**config.mk**
```make
export PLATFORM = sky130hd
export DESIGN_NAME = sequence_list_editor_top
export DESIGN_NICKNAME = d
export VERILOG_FILES = /design/src/hdl/sle_pkg.sv /design/src/hdl/sequence_list_editor_top.sv
export SDC_FILE = /design/constraint.sdc
export NUM_CORES = 1
export LEC_CHECK = 0
export BUFFER_PORTS_ARGS = -buffer_cell sky130_fd_sc_hd__buf_2
export CORE_MARGIN = 1.5
export CORE_UTILIZATION = 45
export DETAILED_ROUTE_END_ITERATION = 10
export PLACE_DENSITY = 0.62
export SETUP_SLACK_MARGIN = 0.2
export SKIP_LAST_GASP = 1
export SLEW_MARGIN = 20
export SYNTH_ARGS = -nofsm -noshare
export SYNTH_HDL_FRONTEND = slang
export SYNTH_SLANG_ARGS = --single-unit
```
**constraint.sdc**
```tcl
create_clock -name aclk -period 5.64 [get_ports aclk]
set_input_delay 0.846 -clock aclk [delete_from_list [all_inputs] [get_ports aclk]]
set_output_delay 0.846 -clock aclk [all_outputs]
set_load 0.05 [all_outputs]
```
**src/hdl/sle_pkg.sv**
```systemverilog
// Shared constants, codes and helper functions for the sequence list editor.
// Used by sequence_list_editor_top, sle_list_checker and the testbench top; depends on nothing else.
package sle_pkg;

    localparam int DEPTH      = 64;
    localparam int COLOR_BITS = 16;

    // Fixed port widths.
    localparam int MODE_W   = 3;
    localparam int CODE_W   = 16;
    localparam int POS_W    = 7;
    localparam int STATUS_W = 2;
    localparam int LEN_W    = 7;

    // Derived storage widths.
    localparam int ADDR_W = (DEPTH > 1) ? $clog2(DEPTH) : 1;
    localparam int CNT_W  = $clog2(DEPTH + 1);
    localparam int CMP_W  = (CNT_W > POS_W) ? CNT_W : POS_W;

    typedef logic [COLOR_BITS-1:0] entry_t;
    typedef logic [CNT_W-1:0]      count_t;
    typedef logic [CMP_W-1:0]      cmp_t;

    localparam logic [MODE_W-1:0] MODE_INSERT      = 3'd0;
    localparam logic [MODE_W-1:0] MODE_ERASE_POS   = 3'd1;
    localparam logic [MODE_W-1:0] MODE_ERASE_COLOR = 3'd2;
    localparam logic [MODE_W-1:0] MODE_REVERSE     = 3'd3;
    localparam logic [MODE_W-1:0] MODE_SHOW        = 3'd4;

    localparam logic [STATUS_W-1:0] STATUS_OK    = 2'd0;
    localparam logic [STATUS_W-1:0] STATUS_FULL  = 2'd1;
    localparam logic [STATUS_W-1:0] STATUS_EMPTY = 2'd2;

    // Keep the low COLOR_BITS of an input code, zero-filling when the store is wider.
    function automatic entry_t code_to_entry(input logic [CODE_W-1:0] code);
        entry_t e;
        e = '0;
        for (int b = 0; b < COLOR_BITS; b++) begin
            if (b < CODE_W) begin
                e[b] = code[b];
            end
        end
        return e;
    endfunction

    function automatic logic [CODE_W-1:0] entry_to_code(input entry_t e);
        logic [CODE_W-1:0] c;
        c = '0;
        for (int b = 0; b < CODE_W; b++) begin
            if (b < COLOR_BITS) begin
                c[b] = e[b];
            end
        end
        return c;
    endfunction

    function automatic logic [LEN_W-1:0] count_to_len(input count_t n);
        logic [LEN_W-1:0] l;
        l = '0;
        for (int b = 0; b < LEN_W; b++) begin
            if (b < CNT_W) begin
                l[b] = n[b];
            end
        end
        return l;
    endfunction

endpackage

```
**src/hdl/sequence_list_editor_top.sv**
```systemverilog
// Top level of the sequence list editor: sequencer, entry memory and result register.
// Depends on sle_pkg.
//
// The block holds an ordered list of up to DEPTH colour codes in a memory with
// one read port and one write port (one read and one write a cycle, registered
// read data) and edits it with a small sequencer that moves one entry per step.
// One input transfer is taken only while the sequencer is idle; a result still
// waiting on the output does not hold off the next input. An insert places the
// code at its slot clipped to n (the list length), erase at position takes the
// position clipped to n, erase by colour packs the kept entries down, reverse
// swaps one pair of entries at a time and show sends one result per entry,
// holding while the output stalls. A refused insert, an edit that changes
// nothing or an unused mode goes straight to its single reply. Every moved
// entry needs one read and one write from the memory.
module sequence_list_editor_top (
    input  logic                          aclk,
    input  logic                          aresetn,
    input  logic                          s_valid,
    output logic                          s_ready,
    input  logic [sle_pkg::MODE_W-1:0]    s_mode,
    input  logic [sle_pkg::CODE_W-1:0]    s_color_code,
    input  logic [sle_pkg::POS_W-1:0]     s_position,
    input  logic [sle_pkg::POS_W-1:0]     s_position_end,
    output logic                          m_valid,
    input  logic                          m_ready,
    output logic [sle_pkg::CODE_W-1:0]    m_out_color,
    output logic                          m_last,
    output logic [sle_pkg::STATUS_W-1:0]  m_status,
    output logic [sle_pkg::LEN_W-1:0]     m_length
);
    import sle_pkg::*;

    typedef enum logic [3:0] {
        ST_IDLE,
        ST_INS_CHK,
        ST_INS_WR,
        ST_ERA_CHK,
        ST_ERA_WR,
        ST_ECL_CHK,
        ST_ECL_WR,
        ST_REV_CHK,
        ST_REV_RB,
        ST_REV_WA,
        ST_REV_WB,
        ST_SHOW_RD,
        ST_SHOW_OUT,
        ST_RESP
    } state_t;

    state_t               state_reg;
    count_t               count_reg;
    count_t               i_reg;
    count_t               j_reg;
    count_t               p_reg;
    entry_t               color_reg;
    entry_t               tmp_reg;
    logic [STATUS_W-1:0]  status_reg;

    logic                 m_valid_reg;
    logic [CODE_W-1:0]    m_color_reg;
    logic                 m_last_reg;
    logic [STATUS_W-1:0]  m_status_reg;
    logic [LEN_W-1:0]     m_length_reg;

    // Entry memory.
    entry_t               mem [DEPTH];
    entry_t               rd_data;
    logic                 rd_en;
    logic [ADDR_W-1:0]    rd_addr;
    logic                 wr_en;
    logic [ADDR_W-1:0]    wr_addr;
    entry_t               wr_data;

    logic                 in_fire;
    logic                 out_free;
    logic                 m_load;
    cmp_t                 pos_ext;
    cmp_t                 pend_ext;
    cmp_t                 cnt_ext;
    cmp_t                 pos_clip;
    cmp_t                 pend_clip;
    count_t               i_plus;
    count_t               i_minus;

    assign s_ready     = (state_reg == ST_IDLE);
    assign in_fire     = s_valid && s_ready;
    assign out_free    = !m_valid_reg || m_ready;
    assign m_load      = out_free && (state_reg inside {ST_SHOW_OUT, ST_RESP});
    assign m_valid     = m_valid_reg;
    assign m_out_color = m_color_reg;
    assign m_last      = m_last_reg;
    assign m_status    = m_status_reg;
    assign m_length    = m_length_reg;

    assign pos_ext   = CMP_W'(s_position);
    assign pend_ext  = CMP_W'(s_position_end);
    assign cnt_ext   = CMP_W'(count_reg);
    assign pos_clip  = (pos_ext > cnt_ext) ? cnt_ext : pos_ext;
    assign pend_clip = (pend_ext > cnt_ext) ? cnt_ext : pend_ext;
    assign i_plus    = i_reg + count_t'(1);
    assign i_minus   = i_reg - count_t'(1);

    always_ff @(posedge aclk) begin
        if (rd_en) begin
            rd_data <= mem[rd_addr];
        end
    end

    always_ff @(posedge aclk) begin
        if (wr_en) begin
            mem[wr_addr] <= wr_data;
        end
    end

    // Memory port control for each sequencer step.
    always_comb begin
        rd_en   = 1'b0;
        rd_addr = i_reg[ADDR_W-1:0];
        wr_en   = 1'b0;
        wr_addr = i_reg[ADDR_W-1:0];
        wr_data = rd_data;
        case (state_reg)
            ST_INS_CHK: begin
                if (i_reg > p_reg) begin
                    rd_en   = 1'b1;
                    rd_addr = i_minus[ADDR_W-1:0];
                end else begin
                    wr_en   = 1'b1;
                    wr_addr = p_reg[ADDR_W-1:0];
                    wr_data = color_reg;
                end
            end
            ST_INS_WR: begin
                wr_en = 1'b1;
            end
            ST_ERA_CHK: begin
                rd_en   = (i_plus < count_reg);
                rd_addr = i_plus[ADDR_W-1:0];
            end
            ST_ERA_WR: begin
                wr_en = 1'b1;
            end
            ST_ECL_CHK: begin
                rd_en = (i_reg < count_reg);
            end
            ST_ECL_WR: begin
                wr_en   = (rd_data != color_reg);
                wr_addr = j_reg[ADDR_W-1:0];
            end
            ST_REV_CHK: begin
                rd_en = (i_reg < j_reg);
            end
            ST_REV_RB: begin
                rd_en   = 1'b1;
                rd_addr = j_reg[ADDR_W-1:0];
            end
            ST_REV_WA: begin
                wr_en = 1'b1;
            end
            ST_REV_WB: begin
                wr_en   = 1'b1;
                wr_addr = j_reg[ADDR_W-1:0];
                wr_data = tmp_reg;
            end
            ST_SHOW_RD: begin
                rd_en = 1'b1;
            end
            default: begin
            end
        endcase
    end

    always_ff @(posedge aclk) begin
        if (!aresetn) begin
            state_reg   <= ST_IDLE;
            count_reg   <= '0;
            m_valid_reg <= 1'b0;
        end else begin
            if (m_valid_reg && m_ready && !m_load) begin
                m_valid_reg <= 1'b0;
            end
            case (state_reg)
                ST_IDLE: begin
                    if (in_fire) begin
                        color_reg <= code_to_entry(s_color_code);
                        case (s_mode)
                            MODE_INSERT: begin
                                if (count_reg == count_t'(DEPTH)) begin
                                    status_reg <= STATUS_FULL;
                                    state_reg  <= ST_RESP;
                                end else begin
                                    status_reg <= STATUS_OK;
                                    p_reg      <= count_t'(pos_clip);
                                    i_reg      <= count_reg;
                                    state_reg  <= ST_INS_CHK;
                                end
                            end
                            MODE_ERASE_POS: begin
                                status_reg <= STATUS_OK;
                                if (pos_ext != '0 && count_reg != '0) begin
                                    i_reg     <= count_t'(pos_clip - cmp_t'(1));
                                    state_reg <= ST_ERA_CHK;
                                end else begin
                                    state_reg <= ST_RESP;
                                end
                            end
                            MODE_ERASE_COLOR: begin
                                status_reg <= STATUS_OK;
                                i_reg      <= '0;
                                j_reg      <= '0;
                                state_reg  <= ST_ECL_CHK;
                            end
                            MODE_REVERSE: begin
                                status_reg <= STATUS_OK;
                                if (pos_ext != '0 && pos_ext <= cnt_ext && pos_ext <= pend_clip)
                                begin
                                    i_reg     <= count_t'(pos_ext - cmp_t'(1));
                                    j_reg     <= count_t'(pend_clip - cmp_t'(1));
                                    state_reg <= ST_REV_CHK;
                                end else begin
                                    state_reg <= ST_RESP;
                                end
                            end
                            MODE_SHOW: begin
                                if (count_reg == '0) begin
                                    status_reg <= STATUS_EMPTY;
                                    state_reg  <= ST_RESP;
                                end else begin
                                    status_reg <= STATUS_OK;
                                    i_reg      <= '0;
                                    state_reg  <= ST_SHOW_RD;
                                end
                            end
                            default: begin
                                status_reg <= STATUS_OK;
                                state_reg  <= ST_RESP;
                            end
                        endcase
                    end
                end
                ST_INS_CHK: begin
                    if (i_reg > p_reg) begin
                        state_reg <= ST_INS_WR;
                    end else begin
                        count_reg <= count_reg + count_t'(1);
                        state_reg <= ST_RESP;
                    end
                end
                ST_INS_WR: begin
                    i_reg     <= i_minus;
                    state_reg <= ST_INS_CHK;
                end
                ST_ERA_CHK: begin
                    if (i_plus < count_reg) begin
                        state_reg <= ST_ERA_WR;
                    end else begin
                        count_reg <= count_reg - count_t'(1);
                        state_reg <= ST_RESP;
                    end
                end
                ST_ERA_WR: begin
                    i_reg     <= i_plus;
                    state_reg <= ST_ERA_CHK;
                end
                ST_ECL_CHK: begin
                    if (i_reg < count_reg) begin
                        state_reg <= ST_ECL_WR;
                    end else begin
                        count_reg <= j_reg;
                        state_reg <= ST_RESP;
                    end
                end
                ST_ECL_WR: begin
                    // Kept entries are packed down to the write pointer.
                    if (rd_data != color_reg) begin
                        j_reg <= j_reg + count_t'(1);
                    end
                    i_reg     <= i_plus;
                    state_reg <= ST_ECL_CHK;
                end
                ST_REV_CHK: begin
                    state_reg <= (i_reg < j_reg) ? ST_REV_RB : ST_RESP;
                end
                ST_REV_RB: begin
                    tmp_reg   <= rd_data;
                    state_reg <= ST_REV_WA;
                end
                ST_REV_WA: begin
                    state_reg <= ST_REV_WB;
                end
                ST_REV_WB: begin
                    i_reg     <= i_plus;
                    j_reg     <= j_reg - count_t'(1);
                    state_reg <= ST_REV_CHK;
                end
                ST_SHOW_RD: begin
                    state_reg <= ST_SHOW_OUT;
                end
                ST_SHOW_OUT: begin
                    if (out_free) begin
                        m_valid_reg  <= 1'b1;
                        m_color_reg  <= entry_to_code(rd_data);
                        m_last_reg   <= (i_plus == count_reg);
                        m_status_reg <= STATUS_OK;
                        m_length_reg <= count_to_len(count_reg);
                        if (i_plus == count_reg) begin
                            state_reg <= ST_IDLE;
                        end else begin
                            i_reg     <= i_plus;
                            state_reg <= ST_SHOW_RD;
                        end
                    end
                end
                ST_RESP: begin
                    if (out_free) begin
                        m_valid_reg  <= 1'b1;
                        m_color_reg  <= '0;
                        m_last_reg   <= 1'b1;
                        m_status_reg <= status_reg;
                        m_length_reg <= count_to_len(count_reg);
                        state_reg    <= ST_IDLE;
                    end
                end
                default: begin
                    state_reg <= ST_IDLE;
                end
            endcase
        end
    end

endmodule

```
# == Word-level counts from Yosys, hierarchy flattened ==
# Memories as Yosys holds them, arrays and structs flattened. A register that Yosys moved wholly into a read port is not among the register bits.
# Cells that the tools add are included.
# classes
muxes,61
bitwise_logic,1
n_reduce_logical,33
addsub,9
n_lt_le_gt_ge,8
n_eq_ne,34
# ops
cell,n
$mux 7,15
$pmux 16 s2,2
$pmux 4 s14,1
$mux 16,3
$pmux 7 s3,2
$sub 7x1->7 const B,6
$mux 4,10
$pmux 7 s5,1
$pmux 7 s4,1
$eq 4x4->1 const B,6
$add 7x1->7 const B,3
$gt 7x7->1,3
$lt 7x7->1,3
$pmux 4 s5,1
$pmux 6 s3,1
$eq 4x3->1 const B,4
$ne 16x16->1,1
$le 7x7->1,2
$ne 2x2->1 const B,7
$pmux 7 s2,1
$reduce_bool 7->1,2
$mux 6,2
$ne 3x3->1 const B,4
$pmux 6 s2,1
other kinds (36),64
# totals
mem_count,1
out_inout_bits,28
mem_bits_rw,1024
reg_bits,93
# memory_table
name,words,word_bits,read_ports,rd_ports_with_merged_regs,wr,line_no,rtl
mem,64,16,1,1,1,sequence_list_editor_top.sv:66,entry_t mem [DEPTH];

# == Logic depth before layout (Yosys ltp) ==
# depth
word_depth,8
depth_mapped,21

# == Least setup slack after synthesis ==
# No wires, ideal clock.
# synth_path
path_type,input to register
startpoint,in s_position_end[1] (netlist name)
endpoint,"reg j_reg[0], enable pin"
path_stages,19
path_slack_ns,0.219
arrival_ns,5.031
n_path_buf,1
path_cell_list,ha_1 -> nor2b_1 -> o21a_1 -> o21a_1 -> o21ai_0 -> a211oi_1 -> and2_1 -> clkbuf_1 -> mux2i_1 -> ha_1 -> nor2b_1 -> o21a_1 -> o21a_1 -> o21a_1 -> o21a_1 -> o21a_1 -> o22a_1 -> o21a_1 -> nor4_1
# synth_via
elab_chain_len,6
# synth_lines
element,line_no,rtl
start: declaration,sequence_list_editor_top.sv:23,"input logic [sle_pkg::POS_W-1:0] s_position_end,"
$gt 7x7->1,sequence_list_editor_top.sv:99,assign pend_clip = (pend_ext > cnt_ext) ? cnt_ext : pend_ext;
$mux 7 *,sequence_list_editor_top.sv:99,
$le 7x7->1 *,sequence_list_editor_top.sv:215,if (pos_ext != '0 && pos_ext <= cnt_ext && pos_ext <= pend_clip)
$logic_and 1x1->1 *,sequence_list_editor_top.sv:215,
$ne 3x3->1 (no line) *,--,
$reduce_and 6->1 (no line) *,--,
end signal: assignment,sequence_list_editor_top.sv:218,j_reg <= count_t'(pend_clip - cmp_t'(1));
end signal: assignment,sequence_list_editor_top.sv:276,j_reg <= j_reg + count_t'(1);
end signal: assignment,sequence_list_editor_top.sv:293,j_reg <= j_reg - count_t'(1);
end: declaration,sequence_list_editor_top.sv:53,count_t j_reg;
# Mark *: on every way between the ends. The rest lies on a longest branch, timed or not.
# A chain may end at the register's enable or synchronous reset.

# == Worst setup path after layout ==
# layout_path
startpoint,"reg count_reg[1], in the netlist cnt_ext[1]"
endpoint,"reg j_reg[0], enable pin"
# layout_via
elab_chain_len,6
word_cells_on_any_way,8
classes_between,order compare: 3; eq/ne: 1; mux: 1; reduce/logical: 3
# layout_lines
element,line_no,rtl
start: declaration,sequence_list_editor_top.sv:51,count_t count_reg;
start signal: assignment,sequence_list_editor_top.sv:245,count_reg <= count_reg + count_t'(1);
start signal: assignment,sequence_list_editor_top.sv:257,count_reg <= count_reg - count_t'(1);
start signal: assignment,sequence_list_editor_top.sv:269,count_reg <= j_reg;
$gt 7x7->1,sequence_list_editor_top.sv:99,
$mux 7,sequence_list_editor_top.sv:99,
$le 7x7->1,sequence_list_editor_top.sv:215,
$logic_and 1x1->1 *,sequence_list_editor_top.sv:215,
$ne 3x3->1 (no line) *,--,
$reduce_and 6->1 (no line) *,--,
# Marked as above.

==> summary.txt <==
Status
  • Run status: finished, violations left
  • Failing checks: DRC

Global route
  • Initial antenna violation count: 1
  • First-pass GRT wire length: about 190 mm
  • GRT overflow: 0
  • Largest net degree at the start of global routing: 122
  • Vias in the first global route: 28,800
  • Total GRT Usage: a little under a quarter

STA
  • TNS Setup: 0 ns
  • Slew HR: 27.3%
  • Layout Skew: about 0.049 ns
  • Slew @ Worst Pin: 1.09 ns
  • Setup-failing EPs final: 0
  • RSZ-0062 raised after global routing: no
  • Fin. max-slew vios: 0
  • Max frequency: 0.211 GHz
  • Fin crit share: 83.8%
  • Fin crit period: 4.73 ns
  • Final hold violations: 0

Finish
  • Share of layout cells above drive strength 1: between 10 and 15%
  • # fillers: 8,726
  • Final core occ: 51.8%
  • Area Overhead vs Synth: 13.9%
  • Largest Register: mem
  • Nets: 3,793
  • Largest register FFs: 1,024
  • Multi-input gate area: approximately 0.013 mm^2
  • N_diodes: 0
  • Sequential cell area: roughly 0.034 mm^2

Placed design
  • Gpl congestion: 0.904
  • Dpl hpwl: 81.3 mm
  • IO buf count: 64

Critical path
  • CP endpoint kind: flip-flop
  • Critical Path RT: roughly 6 ns
  • R2r startpoint: cnt_ext[1]$_SDFFE_PN0P_
  • Crit-path max FO: 8
  • CP Launch Point: cnt_ext[1]$_SDFFE_PN0P_
  • Slowest cell on crit path: and2_1
  • Setup slack, reg-to-reg: 0.91 ns
  • Max incr delay on CP: 0.39 ns
  • Critical path class: flip-flop to flip-flop
  • Crit path DAT: 5.10 ns
  • Most used cell, CP: o21a_1
  • CP Cell Sequence: inv_1 > ha_1 > nor2b_1 > o21a_1 > o21a_1 > o21ai_0 > a211oi_1 > and2_1 > mux2i_1 > ha_1 > nor2b_1 > o21a_1 > o21a_1 > o21a_1 > o21a_1 > o21a_1 > o22a_1 > o21a_1 > nor4_1 > buf_4
  • CP startpoint kind: flip-flop
  • Reg2reg end: j_reg[0]$_DFFE_PP_
  • FF-to-FF path depth: 20

Route
  • Post-DR wirelength/cell: 25.1 um
  • Routed vias: 30,500
  • Initial DRT Pass Iterations: 9
  • # DRC: 14
  • Initial drt markers: roughly 3,200
  • Drt via density: 5.89
  • Final wirelength: 130 mm
  • DRT antenna net count: 0

Logic synthesis
  • Yosys warnings: 0
  • Fraction of registers with async set/reset: 0%
  • Synth Instances: approximately 3,600
  • Area contributors post-synth: edfxtp_1 70%, nand2_1 6.0%, mux2i_1 3.7%
  • Post-Syn Area: 0.0480 mm^2
  • Ys flop type: edfxtp_1
  • Synth top cells by count: 1,121 x edfxtp_1, 766 x nand2_1, 227 x nand3_1
  • Number of synthesized flops with an enable pin: between 1,000 and 1,500
  • Synth unique cells: 78
  • Synth Area per Inst: 13.5 um^2
  • Syn nets: 3,668
  • Cell taking the most area after synthesis: edfxtp_1
  • #FFs+latches synth: approximately 1,100
  • Most frequent cell after synthesis: edfxtp_1
  • Sequential share of the synthesized area: just over 70%
  • Synth top area share: 70.1%

Power and ir drop
  • Leak pwr: 19.1 nW
  • Pwr/cell area: 641 mW/mm^2
  • Peak supply drop: 0.538 mV

Min path
  • Hold Startpoint: s_color_code[5]
  • Hold Crit Depth: 1
  • Sink of the worst hold path: color_reg[5]$_DFFE_PP_
  • Hold Path Class: input pin to flip-flop

Clock network
  • Skew-Pair Late Insertion Delay: 0.71 ns
  • CTS tree: built
  • CTS clk-pin slew, worst paths: roughly 0.060 ns
  • Post-cts hold buffer count: 0
  • Clock Tree Buf Depth: 3
  • Post_cts resized: 0
  • CTS H-tree depth: 3
  • Root Buffer Master: clkbuf_16
  • CTS Buf Count: between 100 and 150
  • # Post-CTS Setup Buffers: 0
  • Clk sinks: 1,133

Floorplanning
  • Die ar.: 0.109 mm^2
  • Initial core utilization: 45.5%
  • Die H: 330 um
  • I/O pins: 65
  • Core ar.: 0.106 mm^2
  • Rows: 119
  • Die Span X: 330 um

Flow run
  • Max-cap viol count: 0
-- cell families (layout without fill, tap and decap cells) --
| family | after synthesis | in the layout | synth area share [%] |
|---|---|---|---|
| xor gates and xnor gates | 48 | 48 | 0.875 |
| muxes | 200 | 200 | 4.23 |
| adders and majority gates | 64 | 64 | 1.70 |
| and+or+nand+nor | 1287 | 1287 | 11.8 |
| AOI/OAI and AO/OA | 568 | 568 | 8.57 |
| buffers and inverters | 267 | 486 | 2.22 |
| DFF | 1133 | 1133 | 70.6 |
-- stage by stage --
step | cells | cell area, um^2 | setup slack (ns) | total power, mW | hold slack [ns]
final | 5177 | 54700 | 0.912 | 35.1 | 0.323
after global routing | 5177 | 54700 | 0.485 | 36.6 | 0.294
after floorplan | 3567 | 48000 | 0.219 | 21.1 | 0.406
after global placement | 4967 | 51000 | 0.474 | 27.4 | 0.542
after detailed placement | 4967 | 51000 | 0.482 | 27.6 | 0.543
after CTS | 5176 | 54700 | 0.925 | 35.1 | 0.279
-- per-layer routing --
| metal | track usage (%) | wire length, um | vias to the layer above |
|---|---|---|---|
| met3 | 3.84 | 10400 | 218 |
| met5 | 0 | 8 | - |
| met1 | 34.4 | 55900 | 15200 |
| li1 | - | - | 13800 |
| met4 | 8.26 | 4460 | 2 |
| met2 | 36.9 | 59400 | 1264 |
-- worst max-delay path by stage --
stage	to	depth (start not counted)
2_1_floorplan	j_reg[0]$_DFFE_PP_	19
3_3_place_gp	j_reg[0]$_DFFE_PP_	20
3_5_place_dp	j_reg[1]$_DFFE_PP_	20
4_1_cts	j_reg[1]$_DFFE_PP_	20
5_1_grt	j_reg[2]$_DFFE_PP_	20
6_report	j_reg[0]$_DFFE_PP_	20
-- placed cells by master (no fill, tap or decap), drive strengths merged, types with 31 or more instances in the layout --
cell type	count
edfxtp	1121
nand2	766
buf	235
nand3	227
mux2i	178
a21oi	140
clkbuf	137
nor2	87
a221oi	66
ha	62
clkinv	51
inv	46
o21ai	44
nor3	44
nand4	36
and3	35
a21o	33
a311oi	31
-- critical path: cells and delay by family, from the launching register on --
kind | cells | cell delay [ns]
multiplexers | 1 | 0.32
AND/OR/NAND/NOR | 4 | 0.94
flip-flops | 1 | 0.32
buffers and inverters | 2 | 0.37
adder cells (fa/ha/maj) | 2 | 0.63
AO/OA/AOI/OAI | 11 | 1.84
-- power breakdown --
| part | internal [mW] | switching (mW) |
|---|---|---|
| combinational | 4.42 | 11.0 |
| sequential | 11.8 | 0.383 |
| clock | 4.36 | 3.17 |
-- layout make-up --
type	instances	area share, %
clock buffer	137	5.41
clock inverter	72	1.36
inverter	42	0.288
multi-input combinational	2167	24.3
sequential	1133	62.0
tap	1391	3.18
timing repair buffer	235	3.49
(Power assumes the default switching activity.)
